===== src/rtl/npq_pkg.sv =====
// Shared types, codes and default sizes for the nearest point and radius query block.
package npq_pkg;

	localparam int DEF_MAX_POINTS = 32;
	localparam int DEF_COORD_BITS = 16;
	localparam int FIELD_BITS     = 16;
	localparam int DIST_BITS      = 33;
	localparam int RADIUS_BITS    = 16;
	localparam int R2_BITS        = 2 * RADIUS_BITS;

	localparam logic [1:0] ACT_CLEAR  = 2'd0;
	localparam logic [1:0] ACT_APPEND = 2'd1;
	localparam logic [1:0] ACT_QUERY  = 2'd2;

	localparam logic KIND_NEAREST = 1'b0;
	localparam logic KIND_VISIBLE = 1'b1;

	typedef struct packed {
		logic [1:0]                   action;
		logic signed [FIELD_BITS-1:0] coord_x;
		logic signed [FIELD_BITS-1:0] coord_y;
	} cmd_item_t;

	typedef struct packed {
		logic                         kind;
		logic signed [FIELD_BITS-1:0] point_x;
		logic signed [FIELD_BITS-1:0] point_y;
		logic [DIST_BITS-1:0]         dist_sq;
		logic                         last;
	} res_item_t;

	// travels with each point through the distance pipeline
	typedef struct packed {
		logic live;   // entry lies below the fill count
		logic tail;   // final entry of the ring sweep
	} scan_tag_t;

endpackage


===== src/rtl/nearest_point_and_radius_query.sv =====
// Nearest point and radius query: top level with point ring, scan sequencer and result queue.
//
// The block keeps up to MAX_POINTS points in a ring of cells. A clear or append command is
// taken without a stall while no query runs; an append to a full ring is dropped. A query
// sweeps the ring twice, one point per cycle while the output does not stall, through a
// three-stage squared distance pipeline: the first sweep finds the nearest stored point
// (earliest wins a tie), the second reports every stored point whose squared distance from
// that nearest point is below visible_radius squared, in store order. The first result of a
// query is the nearest point (kind 0) with its squared distance from the query point; with an
// empty store it is (0,0) at all ones. The next command is taken once the ring has rotated
// once per sweep and the pipeline has drained after each sweep, with an extra flush state when
// the store is full and its last point is visible. Any cycle in which a result waits on a
// stalled output freezes the sweep. New commands are taken only while no query is in progress;
// the final result of a query may still wait in the output register. The result queue holds
// one result back so that its last flag is known before it goes out. The ring needs no
// clearing: only entries below the fill count are ever used. radius_we writes visible_radius;
// its square is kept internally.
module nearest_point_and_radius_query import npq_pkg::*; #(
	parameter int MAX_POINTS = DEF_MAX_POINTS,
	parameter int COORD_BITS = DEF_COORD_BITS
) (
	input  logic                   clk,
	input  logic                   arst_n,
	// command channel
	input  logic                   cmd_valid,
	output logic                   cmd_stall,
	input  cmd_item_t              cmd,
	// result channel
	output logic                   res_valid,
	input  logic                   res_stall,
	output res_item_t              res,
	// visible_radius register
	input  logic                   radius_we,
	input  logic [RADIUS_BITS-1:0] radius_wdata
);

	localparam int CW   = COORD_BITS;
	localparam int DW   = 2 * CW + 1;
	localparam int IW   = $clog2(MAX_POINTS + 1);
	localparam int CMPW = (DW > R2_BITS) ? DW : R2_BITS;

	typedef enum logic [5:0] {
		ST_IDLE  = 6'b000001,
		ST_FEED1 = 6'b000010,
		ST_HOLD1 = 6'b000100,
		ST_FEED2 = 6'b001000,
		ST_HOLD2 = 6'b010000,
		ST_FLUSH = 6'b100000
	} state_t;

	state_t state_q;

	logic [IW-1:0]        count_q;
	logic [IW-1:0]        idx_q;
	logic [R2_BITS-1:0]   r2_q;
	logic signed [CW-1:0] qx_q, qy_q;     // query point
	logic signed [CW-1:0] nx_q, ny_q;     // nearest point, reference of second sweep
	logic signed [CW-1:0] best_x_q, best_y_q;
	logic [DW-1:0]        best_d_q;
	logic                 best_valid_q;
	res_item_t            pend_q;
	res_item_t            out_q;
	logic                 out_valid_q;

	logic                 adv;
	logic                 feeding;
	logic                 wr_en;
	logic signed [CW-1:0] cmd_x, cmd_y;
	logic signed [CW-1:0] ring_x [MAX_POINTS];
	logic signed [CW-1:0] ring_y [MAX_POINTS];
	logic signed [CW-1:0] ref_x, ref_y;
	scan_tag_t            feed_tag;
	scan_tag_t            tag_s3;
	logic signed [CW-1:0] px_s3, py_s3;
	logic [DW-1:0]        d_s3;

	logic                 better;
	logic                 take;
	logic                 cand_ok;
	logic signed [CW-1:0] cand_x, cand_y;
	logic [DW-1:0]        cand_d;
	logic                 hit;
	logic                 push_vis;
	logic                 push_fin;
	logic signed [FIELD_BITS-1:0] cand_ox, cand_oy, vis_ox, vis_oy;
	logic [DIST_BITS-1:0]         cand_od, vis_od;
	res_item_t            near_item;
	res_item_t            vis_item;
	res_item_t            pend_fin;

	// whole scan advances only when the output register can take a result
	assign adv     = !(out_valid_q && res_stall);
	assign feeding = state_q inside {ST_FEED1, ST_FEED2};

	assign cmd_stall = (state_q != ST_IDLE);
	assign res_valid = out_valid_q;
	assign res       = out_q;

	assign wr_en = (state_q == ST_IDLE) && cmd_valid && (cmd.action == ACT_APPEND)
		&& (count_q < IW'(MAX_POINTS));

	// low COORD_BITS of the field as a signed value; a wider coordinate takes the field unsigned
	generate
		if (CW <= FIELD_BITS) begin : g_cin_narrow
			assign cmd_x = cmd.coord_x[CW-1:0];
			assign cmd_y = cmd.coord_y[CW-1:0];
		end else begin : g_cin_wide
			assign cmd_x = {{(CW-FIELD_BITS){1'b0}}, cmd.coord_x};
			assign cmd_y = {{(CW-FIELD_BITS){1'b0}}, cmd.coord_y};
		end
	endgenerate

	// ring: cell i hands its point to cell i-1, cell 0 is the head
	generate
		for (genvar i = 0; i < MAX_POINTS; i++) begin : g_ring
			npq_cell #(
				.CW  (CW),
				.IW  (IW),
				.IDX (i)
			) u_cell (
				.clk    (clk),
				.wr_en  (wr_en),
				.wr_idx (count_q),
				.wr_x   (cmd_x),
				.wr_y   (cmd_y),
				.shift  (feeding && adv),
				.nxt_x  (ring_x[(i + 1) % MAX_POINTS]),
				.nxt_y  (ring_y[(i + 1) % MAX_POINTS]),
				.x      (ring_x[i]),
				.y      (ring_y[i])
			);
		end
	endgenerate

	assign ref_x = (state_q == ST_FEED2) ? nx_q : qx_q;
	assign ref_y = (state_q == ST_FEED2) ? ny_q : qy_q;

	assign feed_tag.live = feeding && (idx_q < count_q);
	assign feed_tag.tail = feeding && (idx_q == IW'(MAX_POINTS - 1));

	npq_dist #(
		.CW (CW)
	) u_dist (
		.clk     (clk),
		.arst_n  (arst_n),
		.en      (adv),
		.tag     (feed_tag),
		.ax      (ref_x),
		.ay      (ref_y),
		.bx      (ring_x[0]),
		.by      (ring_y[0]),
		.tag_out (tag_s3),
		.px_out  (px_s3),
		.py_out  (py_s3),
		.dsq     (d_s3)
	);

	// first sweep: running minimum, strict less-than keeps the earliest point
	assign better  = !best_valid_q || (d_s3 < best_d_q);
	assign take    = tag_s3.live && better;
	assign cand_ok = take || best_valid_q;
	assign cand_x  = take ? px_s3 : best_x_q;
	assign cand_y  = take ? py_s3 : best_y_q;
	assign cand_d  = take ? d_s3  : best_d_q;

	// second sweep: exact compare against radius squared
	assign hit = tag_s3.live && (CMPW'(d_s3) < CMPW'(r2_q));

	// a hit pushes the held result out; the sweep end sends the held one as final
	assign push_vis = adv && hit && (state_q inside {ST_FEED2, ST_HOLD2});
	assign push_fin = adv && !push_vis
		&& (((state_q == ST_HOLD2) && tag_s3.tail) || (state_q == ST_FLUSH));

	// coordinates out as 16-bit two's complement
	generate
		if (CW < FIELD_BITS) begin : g_cout_narrow
			assign cand_ox = {{(FIELD_BITS-CW){cand_x[CW-1]}}, cand_x};
			assign cand_oy = {{(FIELD_BITS-CW){cand_y[CW-1]}}, cand_y};
			assign vis_ox  = {{(FIELD_BITS-CW){px_s3[CW-1]}}, px_s3};
			assign vis_oy  = {{(FIELD_BITS-CW){py_s3[CW-1]}}, py_s3};
		end else begin : g_cout_wide
			assign cand_ox = cand_x[FIELD_BITS-1:0];
			assign cand_oy = cand_y[FIELD_BITS-1:0];
			assign vis_ox  = px_s3[FIELD_BITS-1:0];
			assign vis_oy  = py_s3[FIELD_BITS-1:0];
		end
	endgenerate

	// distance out, saturated to all ones when too wide
	generate
		if (DW < DIST_BITS) begin : g_dout_narrow
			assign cand_od = {{(DIST_BITS-DW){1'b0}}, cand_d};
			assign vis_od  = {{(DIST_BITS-DW){1'b0}}, d_s3};
		end else if (DW == DIST_BITS) begin : g_dout_exact
			assign cand_od = cand_d;
			assign vis_od  = d_s3;
		end else begin : g_dout_wide
			assign cand_od = (|cand_d[DW-1:DIST_BITS]) ? '1 : cand_d[DIST_BITS-1:0];
			assign vis_od  = (|d_s3[DW-1:DIST_BITS]) ? '1 : d_s3[DIST_BITS-1:0];
		end
	endgenerate

	always_comb begin
		near_item.kind    = KIND_NEAREST;
		near_item.point_x = cand_ok ? cand_ox : '0;
		near_item.point_y = cand_ok ? cand_oy : '0;
		near_item.dist_sq = cand_ok ? cand_od : '1;   // empty store
		near_item.last    = 1'b0;
		vis_item.kind     = KIND_VISIBLE;
		vis_item.point_x  = vis_ox;
		vis_item.point_y  = vis_oy;
		vis_item.dist_sq  = vis_od;
		vis_item.last     = 1'b0;
		pend_fin          = pend_q;
		pend_fin.last     = 1'b1;
	end

	always_ff @(posedge clk or negedge arst_n) begin
		if (!arst_n) begin
			state_q      <= ST_IDLE;
			count_q      <= '0;
			idx_q        <= '0;
			r2_q         <= '0;
			best_valid_q <= 1'b0;
			out_valid_q  <= 1'b0;
		end else begin
			if (radius_we) begin
				r2_q <= R2_BITS'(radius_wdata) * R2_BITS'(radius_wdata);
			end
			if (push_vis || push_fin) begin
				out_valid_q <= 1'b1;
			end else if (!res_stall) begin
				out_valid_q <= 1'b0;
			end
			case (state_q)
				ST_IDLE: begin
					if (cmd_valid) begin
						case (cmd.action)
							ACT_CLEAR: begin
								count_q <= '0;
							end
							ACT_APPEND: begin
								if (wr_en) begin
									count_q <= count_q + IW'(1);
								end
							end
							ACT_QUERY: begin
								best_valid_q <= 1'b0;
								idx_q        <= '0;
								state_q      <= ST_FEED1;
							end
							default: ;
						endcase
					end
				end
				ST_FEED1, ST_FEED2: begin
					if (adv) begin
						if (idx_q == IW'(MAX_POINTS - 1)) begin
							idx_q   <= '0;
							state_q <= (state_q == ST_FEED1) ? ST_HOLD1 : ST_HOLD2;
						end else begin
							idx_q <= idx_q + IW'(1);
						end
					end
				end
				ST_HOLD1: begin
					if (adv && tag_s3.tail) begin
						state_q <= ST_FEED2;
					end
				end
				ST_HOLD2: begin
					if (adv && tag_s3.tail) begin
						state_q <= hit ? ST_FLUSH : ST_IDLE;
					end
				end
				ST_FLUSH: begin
					if (adv) begin
						state_q <= ST_IDLE;
					end
				end
				default: begin
					state_q <= ST_IDLE;
				end
			endcase
			// first sweep results
			if (adv && tag_s3.live && (state_q inside {ST_FEED1, ST_HOLD1})) begin
				best_valid_q <= 1'b1;
			end
		end
	end

	// payload registers
	always_ff @(posedge clk) begin
		if ((state_q == ST_IDLE) && cmd_valid && (cmd.action == ACT_QUERY)) begin
			qx_q <= cmd_x;
			qy_q <= cmd_y;
		end
		if (adv && take && (state_q inside {ST_FEED1, ST_HOLD1})) begin
			best_x_q <= px_s3;
			best_y_q <= py_s3;
			best_d_q <= d_s3;
		end
		if (adv && tag_s3.tail && (state_q == ST_HOLD1)) begin
			pend_q <= near_item;
			nx_q   <= cand_x;
			ny_q   <= cand_y;
		end
		if (push_vis) begin
			out_q  <= pend_q;
			pend_q <= vis_item;
		end else if (push_fin) begin
			out_q <= pend_fin;
		end
	end

endmodule


===== src/rtl/npq_cell.sv =====
// One storage cell of the point ring: holds a point, loads on append, passes it on when rotating.
module npq_cell import npq_pkg::*; #(
	parameter int CW  = DEF_COORD_BITS,
	parameter int IW  = 6,
	parameter int IDX = 0
) (
	input  logic                 clk,
	input  logic                 wr_en,
	input  logic [IW-1:0]        wr_idx,
	input  logic signed [CW-1:0] wr_x,
	input  logic signed [CW-1:0] wr_y,
	input  logic                 shift,
	input  logic signed [CW-1:0] nxt_x,
	input  logic signed [CW-1:0] nxt_y,
	output logic signed [CW-1:0] x,
	output logic signed [CW-1:0] y
);

	logic signed [CW-1:0] x_q;
	logic signed [CW-1:0] y_q;

	always_ff @(posedge clk) begin
		if (wr_en && (wr_idx == IW'(IDX))) begin
			x_q <= wr_x;
			y_q <= wr_y;
		end else if (shift) begin
			x_q <= nxt_x;
			y_q <= nxt_y;
		end
	end

	assign x = x_q;
	assign y = y_q;

endmodule


===== src/rtl/npq_dist.sv =====
// Three-stage squared distance pipeline: absolute differences, squares, sum.
module npq_dist import npq_pkg::*; #(
	parameter int CW = DEF_COORD_BITS
) (
	input  logic                 clk,
	input  logic                 arst_n,
	input  logic                 en,
	input  scan_tag_t            tag,
	input  logic signed [CW-1:0] ax,
	input  logic signed [CW-1:0] ay,
	input  logic signed [CW-1:0] bx,
	input  logic signed [CW-1:0] by,
	output scan_tag_t            tag_out,
	output logic signed [CW-1:0] px_out,
	output logic signed [CW-1:0] py_out,
	output logic [2*CW:0]        dsq
);

	logic signed [CW:0] ddx, ddy, ndx, ndy;
	logic [CW-1:0]      adx, ady;

	scan_tag_t            tag_s1, tag_s2, tag_s3;
	logic signed [CW-1:0] px_s1, py_s1, px_s2, py_s2, px_s3, py_s3;
	logic [CW-1:0]        dx_s1, dy_s1;
	logic [2*CW-1:0]      sqx_s2, sqy_s2;
	logic [2*CW:0]        d_s3;

	assign ddx = {ax[CW-1], ax} - {bx[CW-1], bx};
	assign ddy = {ay[CW-1], ay} - {by[CW-1], by};
	assign ndx = -ddx;
	assign ndy = -ddy;
	// difference magnitude always fits CW bits
	assign adx = ddx[CW] ? ndx[CW-1:0] : ddx[CW-1:0];
	assign ady = ddy[CW] ? ndy[CW-1:0] : ddy[CW-1:0];

	always_ff @(posedge clk or negedge arst_n) begin
		if (!arst_n) begin
			tag_s1 <= '0;
			tag_s2 <= '0;
			tag_s3 <= '0;
		end else if (en) begin
			tag_s1 <= tag;
			tag_s2 <= tag_s1;
			tag_s3 <= tag_s2;
		end
	end

	always_ff @(posedge clk) begin
		if (en) begin
			dx_s1  <= adx;
			dy_s1  <= ady;
			px_s1  <= bx;
			py_s1  <= by;
			sqx_s2 <= dx_s1 * dx_s1;
			sqy_s2 <= dy_s1 * dy_s1;
			px_s2  <= px_s1;
			py_s2  <= py_s1;
			d_s3   <= {1'b0, sqx_s2} + {1'b0, sqy_s2};
			px_s3  <= px_s2;
			py_s3  <= py_s2;
		end
	end

	assign tag_out = tag_s3;
	assign px_out  = px_s3;
	assign py_out  = py_s3;
	assign dsq     = d_s3;

endmodule


===== config.mk =====
export PLATFORM = sky130hd
export DESIGN_NAME = nearest_point_and_radius_query
export DESIGN_NICKNAME = d
export VERILOG_FILES = /design/src/rtl/npq_pkg.sv /design/src/rtl/nearest_point_and_radius_query.sv /design/src/rtl/npq_cell.sv /design/src/rtl/npq_dist.sv
export SDC_FILE = /design/constraint.sdc
export NUM_CORES = 2
export LEC_CHECK = 0
export BUFFER_PORTS_ARGS = -buffer_cell sky130_fd_sc_hd__buf_2
export CAP_MARGIN = 20
export CORE_UTILIZATION = 40
export DETAILED_ROUTE_END_ITERATION = 10
export GPL_ROUTABILITY_DRIVEN = 0
export PLACE_DENSITY_LB_ADDON = 0.3
export SETUP_SLACK_MARGIN = 0.2
export SLEW_MARGIN = 10
export SYNTH_ARGS = -nofsm -noshare
export SYNTH_HDL_FRONTEND = slang
export SYNTH_HIERARCHICAL = 1
export SYNTH_SLANG_ARGS = --single-unit

===== constraint.sdc =====
create_clock -name clk -period 14.7 [get_ports clk]
set_clock_uncertainty 0.15 [all_clocks]
set_input_delay 4.41 -clock clk [delete_from_list [all_inputs] [get_ports clk]]
set_output_delay 4.41 -clock clk [all_outputs]
set_load 0.02 [all_outputs]

==> metrics.md <==
| Metric | Value |
|---|---|
| Status | finished, final reports clean |
| CTS tree | built |
| Final critical-path share of the clock period | 70.36% |
| Slowest stage delay, CP | 570 ps |
| Data required, critical path | 15230 ps |
| Die width | 485.0 um |
| Drt first-iter violations | 3068 |
| HP Class | flip-flop to flip-flop |
| Initial antenna violation count | 11 |
| Max_slew headroom | 25.13% |
| Post-Syn Instances | 6387 |
| Critical path endpoint | r2_q[28] |
| Vias per cell | 5.141 |
| Clock slew at reported path FFs | 60 ps |
| Clk root buf | clkbuf_16 |
| Buf/Inv on CP | 7 |
| WL final | 205200 um |
| H-tree depth | 4 |
| Critical Path AT | 10870 ps |
| Num CTS Buffers | 167 |
| Worst Setup End Kind | flip-flop |
| Port Buf Inserts | 123 |
| Critical setup path kind | primary input to flip-flop |
| Nets | 7525 |
| First-pass GRT wire length | 320900 um |
| Register-to-Register Setup Slack | 7260 ps |
| DP Wirelength | 136300 um |
| Area Overhead vs Synth | 9.546% |
| Fill cells | 20350 |
| Tot GR Track Use | 17.62% |
| # clock sinks | 1566 |
| DR pass1 iterations | 5 |
| Core area | 231000 um2 |
| EDFF count, synth | 1508 |
| DR WL/cell | 21.13 um |
| CP Depth | 23 |
| Gates resized, CTS repair | 0 |
| Post CTS Setup Buffer Count | 0 |
| Reg2reg end | u_dist/sqx_s2[24] |
| Hold-fix buffers, CTS | 0 |
| Synth Flop Type | edfxtp_1 |
| Clock Tree Buf Depth | 3 |
| Syn nets | 7364 |
| Cell Area, Synth | 93310 um2 |
| Remaining Overflow, GRT | 0 |
| CP startpoint | radius_wdata[10] |
| Initial Util | 40.40% |
| Share of flip-flops with an asynchronous set or reset | 3.640% |
| CP top delay family | adder cells |
| Clk_lat worst skew | 800 ps |
| Final setup viols | 0 |
| Final Max Tran Viols | 0 |
| Routed via count | 49920 |
| Max FO, Critical Path | 14 |
| Max-Cap Viols | 0 |
| Post-synth cell types | 102 |
| Pin count of the biggest net entering global routing | 75 |
| Worst-Margin Slew | 1123 ps |
| Share of the yosys chip area belonging to registers | 50.08% |
| Hold Vio Cnt, Final | 0 |
| Ys Warns | 6 |
| Critical path's slowest cell | fa_1 |
| Setup TNS Final | 0 ps |
| Die height | 485.0 um |
| # DRC | 0 |
| Top achievable clock speed | 0.09669 GHz |
| Row count | 176 |
| CP Cell Sequence | buf_2 -> and2_1 -> fa_1 -> inv_1 -> fa_1 -> inv_1 -> fa_1 -> inv_1 -> fa_1 -> inv_1 -> fa_1 -> inv_1 -> fa_1 -> inv_1 -> ha_1 -> nand4_1 -> or4_4 -> a31oi_4 -> o21ai_1 -> o41ai_2 -> o2111ai_1 -> and3_1 -> o31ai_2 |
| IO Pins | 124 |
| Critical R2R Launch | u_dist/dx_s1[3] |
| CP Launch Type | primary input |
| Worst r2r path cells | 22 |
| Post-route antenna net violation count | 0 |
| Ratio of cells with drive above 1 in the final layout | 24.93% |
| Die area | 235200 um2 |
| Syn_area_per_cell | 14.61 um2 |
| RSZ-0062 raised after global routing | false |
| Minimum clock period | 10340 ps |
| #FFs+latches synth | 1566 |
| Vias in the first global route | 53430 |
==> cells in the mapped netlist, types with 6 or more instances <==
library cell	number	area, um2
nor4b_4	9	214.0
o21a_1	19	142.6
o211ai_1	6	45.04
o21bai_1	18	135.1
o31ai_1	17	127.6
and4bb_2	10	125.1
nor3_4	6	97.59
mux2i_1	11	110.1
nor3_1	29	145.1
nand3_4	12	210.2
o21ai_0	116	580.6
inv_1	888	3333
a21oi_1	142	710.7
nor2b_1	55	344.1
ha_1	432	5405
nor2_1	152	570.6
clkbuf_1	87	326.6
buf_6	96	1081
nand2_1	309	1160
a21o_1	71	533.0
mux2_1	33	371.6
a211oi_1	15	112.6
dfrtp_1	56	1401
mux2_4	754	11320
xor2_1	50	437.9
and2_1	134	838.3
mux2_2	382	4302
or2_2	17	106.4
nand4b_4	15	356.6
nand3b_1	6	45.04
nand3_1	31	155.2
or3_1	16	100.1
a31o_2	11	96.34
and3_1	27	168.9
fa_1	490	9809
nor3b_1	6	45.04
o2111ai_1	7	61.31
a31oi_1	16	100.1
nand2b_1	54	337.8
xnor2_1	122	1069
edfxtp_1	1508	45280
nand4_1	23	143.9
==> routing by layer <==
layer	global-route usage, %	share of wire, %	up-vias
met4	4.876	2.5	4
met5	0	0.011	-
met3	2.143	3.3	299
met2	31.08	51	997
li1	-	-	22870
met1	22.66	43	25750
==> cells by family (layout without fill, tap and decap cells) <==
logic type	count (synthesis)	count (layout)	share of synthesized area, %
flops	1566	1566	50.08
mux	1180	1180	17.26
buf+inv	1082	1378	5.152
simple gates	944	944	5.893
fa+ha+maj	922	922	16.30
compound gates	520	520	3.682
xor+xnor	173	173	1.632
other cells	0	1	0
==> stage by stage <==
step | instance area [um2] | hold slack (ps) | std cells | setup WS [ps] | utilization [%]
after floorplan | 93320 | 250.3 | 6387 | 1413 | -
after global placement | 96770 | 250.6 | 9403 | 3746 | 41.89
after detailed placement | 96770 | 254.5 | 9403 | 3614 | 41.89
after CTS | 102200 | 262.8 | 9707 | 4432 | 44.25
after global routing | 102200 | 271.5 | 9709 | 4073 | 44.25
final | 102200 | 255.8 | 9710 | 4357 | 44.25
==> state kept, by name, summed over array words and instances, names as in the netlist, 31 cells and up <==
name,flops
g_ring.u_cell/x,512
g_ring.u_cell/y,512
res,67
pend_fin,66
best_d_q,33
u_dist/dsq,33
r2_q,31
u_dist/sqx_s2,31
u_dist/sqy_s2,31
==> placed cells by master (no fill, tap or decap), types with 142 or more instances in the layout <==
cell,n
edfxtp_1,1508
nor2_1,149
ha_1,432
a21oi_1,142
clkbuf_16,171
fa_1,490
mux2_2,382
nand2_1,306
mux2_4,754
inv_1,887
==> worst min-delay path by stage <==
stage	from	end	slack, ps	cells after the start
6_report	u_dist/px_s1[2]	u_dist/px_s2[2]	260	0
5_1_grt	u_dist/px_s1[2]	u_dist/px_s2[2]	270	0
4_1_cts	u_dist/px_s1[2]	u_dist/px_s2[2]	260	0
3_5_place_dp	pend_fin[49]	res[49]	250	0
3_3_place_gp	u_dist/py_s2[4]	u_dist/py_out[4]	250	0
2_1_floorplan	pend_fin[10]	res[10]	250	0
==> worst reg2reg max path, delay by kind of cell (launching register included) <==
family | cells | cell delay [ps]
XOR/XNOR | 2 | 280
AO/OA/AOI/OAI | 5 | 1150
AND/OR/NAND/NOR | 4 | 1100
flip-flops | 1 | 800
buffers and inverters | 4 | 520
adder cells (fa/ha/maj) | 7 | 3160
==> cell type report <==
cell class | instances | area, um2 | area share [%]
diodes | 1 | 2.502 | 0.002448
clock buffers | 221 | 4477 | 4.379
clock inverters | 83 | 959.7 | 0.9388
inverters | 888 | 3333 | 3.261
multi-input cells | 3739 | 41840 | 40.93
flip-flops and latches | 1566 | 46730 | 45.72
well taps | 3026 | 3786 | 3.704
repair buffers | 186 | 1086 | 1.062
Power is not shown: default switching activity piles up to over one toggle a cycle in this logic, so the estimate is an artifact.
